===== config.mk =====
export PLATFORM = sky130hd
export DESIGN_NAME = ifs_divider
export DESIGN_NICKNAME = d
export VERILOG_FILES = /design/src/rtl/assert_macros.svh /design/src/rtl/ifs_pkg.sv /design/src/rtl/ifs_divider.sv
export SDC_FILE = /design/constraint.sdc
export NUM_CORES = 2
export LEC_CHECK = 0
export BUFFER_PORTS_ARGS = -buffer_cell sky130_fd_sc_hd__clkbuf_2
export CAP_MARGIN = 20
export CORE_MARGIN = 5
export CORE_UTILIZATION = 55
export DETAILED_ROUTE_END_ITERATION = 7
export GPL_TIMING_DRIVEN = 0
export PLACE_DENSITY = 0.73
export SKIP_CTS_REPAIR_TIMING = 1
export SYNTH_ARGS = -nofsm -noshare
export SYNTH_HDL_FRONTEND = slang
export SYNTH_SLANG_ARGS = --single-unit

===== constraint.sdc =====
create_clock -name clock -period 17.55 [get_ports clock]
set_clock_uncertainty 0.05 [all_clocks]
set_input_delay 2.6325 -clock clock [delete_from_list [all_inputs] [get_ports clock]]
set_output_delay 2.6325 -clock clock [all_outputs]
set_load 0.02 [all_outputs]

===== src/rtl/assert_macros.svh =====
// Assertion helpers used by the point iterator RTL.
`ifndef ASSERT_MACROS_SVH
`define ASSERT_MACROS_SVH

// Implication checked every clock, ignored during reset.
`define ASSERT_IMPL(label, clk, rst, ante, cons, msg) \
   label: assert property (@(posedge clk) disable iff (rst) (ante) |-> (cons)) \
      else $error(msg);

// Next-cycle implication, ignored during reset.
`define ASSERT_NEXT(label, clk, rst, ante, cons, msg) \
   label: assert property (@(posedge clk) disable iff (rst) (ante) |=> (cons)) \
      else $error(msg);

`endif


===== src/rtl/ifs_pkg.sv =====
// ----------------------------------------------------------------------------
// ifs_pkg
// Shared constants and types of the chaos-game point iterator.
// ----------------------------------------------------------------------------
package ifs_pkg;

   localparam int MaxTransformsDefault = 8;
   localparam int CoefSlots            = 9;
   localparam int ValueWidth           = 32;
   localparam int PixelWidth           = 12;
   localparam int SizeWidth            = 13;

   localparam logic [1:0] FuncLoad    = 2'd0;
   localparam logic [1:0] FuncStart   = 2'd1;
   localparam logic [1:0] FuncIterate = 2'd2;

   localparam logic [3:0] SlotProb = 4'd9;

   localparam logic [1:0] CsrTransformCount = 2'd0;
   localparam logic [1:0] CsrIterationCount = 2'd1;
   localparam logic [1:0] CsrImageWidth     = 2'd2;
   localparam logic [1:0] CsrImageHeight    = 2'd3;

   localparam logic signed [31:0] OneQ16 = 32'sh0001_0000;

   // Request handed from the controller to the divider.
   typedef struct packed {
      logic               start;
      logic signed [31:0] x;
      logic signed [31:0] y;
      logic signed [31:0] z;
      logic [12:0]        width;
      logic [12:0]        height;
   } div_req_type;

endpackage


===== src/rtl/ifs_divider.sv =====
// ----------------------------------------------------------------------------
// ifs_divider
// Bit-serial signed divider that scales both coordinates to pixels.
// ----------------------------------------------------------------------------
module ifs_divider import ifs_pkg::*; (
   input  logic                  clock,
   input  logic                  reset,
   input  div_req_type           req,
   output logic                  busy,
   output logic                  done,
   output logic [PixelWidth-1:0] pix_x,
   output logic [PixelWidth-1:0] pix_y,
   output logic                  ok
);

   typedef enum logic [2:0] {
      S_IDLE, S_MULX, S_DIVX, S_MULY, S_DIVY, S_DONE
   } state_type;

   state_type   state_ff;
   logic [5:0]  cnt_ff;
   logic [44:0] num_ff;
   logic [44:0] quo_ff;
   logic [45:0] rem_ff;
   logic [31:0] den_ff;
   logic        neg_ff;
   logic        ok_ff;
   logic signed [31:0] y_ff;
   logic signed [31:0] z_ff;
   logic [12:0] w_ff;
   logic [12:0] h_ff;
   logic [PixelWidth-1:0] px_ff;
   logic [PixelWidth-1:0] py_ff;

   logic signed [45:0] prod_in;
   logic [45:0] trial_in;
   logic [45:0] rem_sh_in;
   logic signed [46:0] q_signed_in;
   logic        q_ok_in;
   logic [12:0] size_sel;

   assign size_sel  = (state_ff == S_DIVX) ? w_ff : h_ff;
   assign rem_sh_in = {rem_ff[44:0], num_ff[44]};
   assign trial_in  = rem_sh_in - {14'd0, den_ff};

   always_comb begin
      prod_in = (state_ff == S_MULX) ? (req.x * $signed({1'b0, w_ff}))
                                     : (y_ff * $signed({1'b0, h_ff}));
      q_signed_in = neg_ff ? -$signed({2'b00, quo_ff}) : $signed({2'b00, quo_ff});
      q_ok_in = !q_signed_in[46] && (q_signed_in < $signed({34'd0, size_sel}))
                && (q_signed_in <= 47'sd4095);
   end

   always_ff @(posedge clock) begin
      if (reset) begin
         state_ff <= S_IDLE;
      end else begin
         case (state_ff)
            S_IDLE: begin
               if (req.start) begin
                  w_ff  <= req.width;
                  h_ff  <= req.height;
                  y_ff  <= req.y;
                  z_ff  <= req.z;
                  ok_ff <= (req.z != 0);
                  state_ff <= S_MULX;
               end
            end
            S_MULX, S_MULY: begin
               num_ff <= prod_in[45] ? 45'(-prod_in) : prod_in[44:0];
               den_ff <= z_ff[31] ? 32'(-z_ff) : z_ff;
               neg_ff <= prod_in[45] ^ z_ff[31];
               rem_ff <= '0;
               quo_ff <= '0;
               cnt_ff <= 6'd45;
               state_ff <= (state_ff == S_MULX) ? S_DIVX : S_DIVY;
            end
            S_DIVX, S_DIVY: begin
               if (cnt_ff != 0) begin
                  num_ff <= {num_ff[43:0], 1'b0};
                  if (!trial_in[45] && rem_sh_in >= {14'd0, den_ff}) begin
                     rem_ff <= trial_in;
                     quo_ff <= {quo_ff[43:0], 1'b1};
                  end else begin
                     rem_ff <= rem_sh_in;
                     quo_ff <= {quo_ff[43:0], 1'b0};
                  end
                  cnt_ff <= cnt_ff - 6'd1;
               end else begin
                  ok_ff <= ok_ff && q_ok_in;
                  if (state_ff == S_DIVX) begin
                     px_ff <= quo_ff[PixelWidth-1:0];
                     state_ff <= S_MULY;
                  end else begin
                     py_ff <= quo_ff[PixelWidth-1:0];
                     state_ff <= S_DONE;
                  end
               end
            end
            S_DONE:  state_ff <= S_IDLE;
            default: state_ff <= S_IDLE;
         endcase
      end
   end

   // The x product is taken straight from the request, held by the controller.
   assign busy  = (state_ff != S_IDLE) || req.start;
   assign done  = (state_ff == S_DONE);
   assign ok    = ok_ff;
   assign pix_x = ok_ff ? px_ff : '0;
   assign pix_y = ok_ff ? py_ff : '0;

endmodule


Word-level counts from Yosys, hierarchy flattened:

Cells that the tools add are included.

* bits in registers: 292
* input port bits: 125

* add/sub/neg operators: 5
* $mul: 2
* order comparisons: 3
* equal/unequal tests: 8
* muxes and demuxes: 25
* bitwise operators: 4
* reduce and logical (&&, ||, !) cells: 22

Operator list (number)
* $pmux 45 s2: 3
* $mux 45: 5
* $mul 32x14->46: 2
* $le 47x13->1 const B: 1
* $lt 47x14->1: 1
* $mux 47: 1
* $neg 45->47: 1
* $ge 46x32->1: 1
* $mux 46: 1
* $sub 46x32->46: 1
* $neg 45->45: 1
* $neg 32->32: 1
* $reduce_bool 32->1: 1
* $mux 31: 1
* $mux 12: 2
* $mux 13: 1
* $mux 3: 4
* $pmux 6 s2: 1
* $reduce_and 4->1: 3
* $pmux 3 s3: 1
* $eq 3x2->1 const B: 2
* $eq 3x3->1 const B: 2
* $mux 6: 1
* $ne 2x2->1 const B: 3
* 16 further kinds: 28

Longest topological paths before layout:

* depth in word-level cells: 8
* gate-level depth with buffers: 30
* depth with buffers taken out: 26

Worst setup path after synthesis:

No wires, ideal clock.

* path kind: input port to flip-flop
* start point: input reset
* end point: register h_ff[0] (enable)
* arrival time: 8.895 ns
* setup slack: 7.955 ns
* stages on the path: 3
* path buffers: 0
* cell sequence: nor2_1 -> nand2_1 -> nor3_1

* longest elaborated chain between the ends: 2

Ends and longest elaborated chain
* from (decl): line ifs_divider.sv:7 `input logic reset,`
* $not 1->1 (no source line)
* $reduce_and 3->1 (no source line)
* to (signal assigned): line ifs_divider.sv:62 `h_ff <= req.height;`
* to (decl): line ifs_divider.sv:31 `logic [12:0] h_ff;`

Every way passes these cells.
A chain may end at the register's enable or synchronous reset.

Worst setup path in the final report:

* start point: input req[96] in the netlist's numbering
* end point: register num_ff[44] (data pin)

* longest elaborated chain between the ends: 5

Ends and longest elaborated chain
* from (decl): line ifs_divider.sv:8 `input div_req_type req,`
* $mul 32x14->46 (*): line ifs_divider.sv:47 `prod_in = (state_ff == S_MULX) ? (req.x * $signed({1'b0, w_ff}))`
* $mux 46 (*): line ifs_divider.sv:47
* $neg 45->45: line ifs_divider.sv:70 `num_ff <= prod_in[45] ? 45'(-prod_in) : prod_in[44:0];`
* $mux 45 (*): line ifs_divider.sv:70
* $pmux 45 s2 (*): line ifs_divider.sv:58 `case (state_ff)`
* to (signal assigned): line ifs_divider.sv:70
* to (signal assigned): line ifs_divider.sv:80 `num_ff <= {num_ff[43:0], 1'b0};`
* to (decl): line ifs_divider.sv:22 `logic [44:0] num_ff;`

Mark *: on every way between the ends. The rest lies on a longest branch, timed or not.

==> summary.txt <==
Critical-path top delay cell -> fa_1
Clk pin slew, worst setup/hold paths -> 0.07 ns
Area Growth Syn to Fin -> 7.91%
Hpwl dp -> 105 mm
CP Max Fanout -> 10
RSZ-0062 raised after global routing -> no
WP data arrival -> 10.69 ns
Crit end category -> flip-flop
Core area -> 84000 um^2
Full die area -> 90800 um^2
Routed len/inst -> 20.2 um
Design Area, Final -> 50400 um^2
CTS buffer count -> 39
Drt via density -> 5.68
Initial DRT Pass Iterations -> 6
Element type at the critical path start -> input pin
Most common cell after layout, fill and taps aside -> inv_1
DP Area -> 49100 um^2
Layout cells sized above 1 -> 0.0618
CTS H-Tree Depth -> 2
Drt first-iter violations -> 2724
EDFF count, synth -> 289
Largest net degree at the start of global routing -> 31
Deepest clock path buffer count -> 3
Cell variety after synth -> 107
Clk root buf -> clkbuf_16
Period utilization -> 0.598
Mapped Nets -> 6198
Synth Flop Type -> edfxtp_1
Post-DRT Antenna Nets -> 0
DIE WIDTH -> 301 um
Count of final setup violators -> 0
CP Class -> input pin to flip-flop
Setup TNS -> 0 ns
First-pass GRT wire length -> 207 mm
Die Y-Extent -> 301 um
Max-Cap Viols -> 0
Fin nets -> 6406
I/O Pins -> 152
Worst Max-Slew Pin Slew -> 1.22 ns
Via count -> 36500
Register area share after synthesis -> 0.187
Initial antenna violation count -> 5
Vias in the first global route -> 38200
Rows -> 106
Max-slew violation count -> 0
CTS tree -> done
DRC viols -> 0
Largest delay share family, worst path -> adder cells
Final wirelength -> 130 mm
Commonest non-fill, non-tap cells in the layout -> inv_1, fa_1, nand2_1
Global placer's final weighted congestion -> 0.933
Grt ovf -> 0
Input/output buffers -> 151
Relative slew slack -> 0.187
Post-Synthesis Cells -> 5055
Crit path largest cell delay -> 0.53 ns
Post-Syn Area -> 46700 um^2
Final Hold Vio Count -> 0
Skew-Pair Late Insertion Delay -> 0.62 ns
TritonCTS sink count -> 292
Async SR Flop Fraction -> 0
#FFs+latches synth -> 292
Fmax -> 95.3 MHz
Yosys warns -> 0
Buffers & Inverters on Critical Path -> 11
Outcome -> complete, no violations
Final critical-path required period -> 10.50 ns
Initial core utilization -> 0.556
Avg Cell Area, Syn -> 9.23 um^2
Type of the most critical hold path -> flip-flop to flip-flop
Overall Global Routing Usage -> 0.291
CP Data Required Time -> 17.74 ns
## state kept, by name, indices dropped and copies added (netlist names)
register and cells:
h_ff 13, cnt_ff 6, state_ff 3, w_ff 13
y_ff 32, num_ff 45, py_ff 12, px_ff 12
rem_ff 45, ok 1, quo_ff 45, den_ff 32
z_ff 32, neg_ff 1
## synth_stat cells (all sizes together), types with 11 or more instances
cell type / n / share of area
a21boi: 11 / 0.0018
nor2b: 16 / 0.0021
or3: 28 / 0.0038
a31oi: 29 / 0.0043
nor3: 65 / 0.0071
nor4: 32 / 0.0047
nand2b: 19 / 0.0025
ha: 261 / 0.070
fa: 757 / 0.32
and2: 508 / 0.068
o41ai: 14 / 0.0029
a21oi: 195 / 0.022
o21bai: 19 / 0.0031
or2: 11 / 0.0015
o211ai: 11 / 0.0019
or4: 17 / 0.0029
nand4: 38 / 0.0054
buf: 33 / 0.0040
a21o: 61 / 0.0098
nand2: 605 / 0.049
o21a: 27 / 0.0043
nor3b: 12 / 0.0021
nor2: 207 / 0.017
inv: 936 / 0.075
xnor2: 136 / 0.026
mux2i: 45 / 0.0096
edfxtp: 289 / 0.19
o21ai: 145 / 0.016
a211oi: 23 / 0.0041
xor2: 64 / 0.012
o31ai: 24 / 0.0039
nand3: 46 / 0.0050
clkbuf: 216 / 0.017
and3: 22 / 0.0029
## final cells by class
| type | count | area (um^2) |
|---|---|---|
| antenna | 6 | 15.0 |
| buffer | 249 | 998 |
| clock buffer | 45 | 998 |
| clock inverter | 24 | 273 |
| fill | 7239 | 33600 |
| inverter | 936 | 3510 |
| multi-input combinational | 3578 | 33500 |
| sequential | 292 | 8740 |
| tap | 1134 | 1420 |
| timing repair buffer | 167 | 960 |
## routing by layer
layer	vias up	track usage	routed length, um
met5	-	0	31
met4	4	0.124	6480
met3	385	0.0602	10800
met2	1420	0.483	61700
met1	18200	0.372	50900
li1	16500	-	-
## path summary, 6_finish.rpt
path,start,endpoint,slack (ns),cells past startpoint
max,req[96],num_ff[44],7.05,31
min,num_ff[27],num_ff[28],0.46,2
max reg2reg,h_ff[6],num_ff[44],8.08,25
min reg2reg,num_ff[27],num_ff[28],0.46,2
## worst register-to-register path, cell delays in order, from the launching register on
cell,delay (ns)
edfxtp_1,0.80
clkbuf_1,0.85
nand2_1,0.22
fa_1,0.62
fa_1,0.45
fa_1,0.49
inv_1,0.06
fa_1,0.52
fa_1,0.56
inv_1,0.06
fa_1,0.54
inv_1,0.05
ha_1,0.27
buf_2,0.17
a21oi_2,0.25
nand2_1,0.13
nor3b_1,0.50
a21oi_4,0.09
a31o_2,0.28
o221ai_1,0.26
o21ai_1,0.13
xnor2_1,0.15
o21ai_1,0.69
buf_2,0.44
o2bb2a_1,0.22
nand3_1,0.28
## cells by family (layout without fill, tap and decap cells)
kind of cell | count (synthesis) | count (layout) | share of synthesized area
compound gates | 655 | 655 | 0.0934
xor+xnor | 200 | 200 | 0.0375
fa+ha+maj | 1018 | 1018 | 0.395
buf+inv | 1185 | 1421 | 0.0967
flops | 292 | 292 | 0.187
mux | 53 | 53 | 0.0116
other cells | 0 | 6 | 0
simple gates | 1652 | 1652 | 0.179
## metrics by stage
step            util  std cells  hold slack, ns  setup WS [ns]
5_1_grt        0.600       6427           0.500           6.63
3_5_place_dp   0.585       6356           0.468           6.55
4_1_cts        0.600       6425           0.468           7.19
2_1_floorplan      -       5055           0.410           7.96
3_3_place_gp   0.582       6340           0.456           4.03
6_report       0.600       6431           0.465           7.05
Power is not shown: default switching activity piles up to over one toggle a cycle in this logic, so the estimate is an artifact.
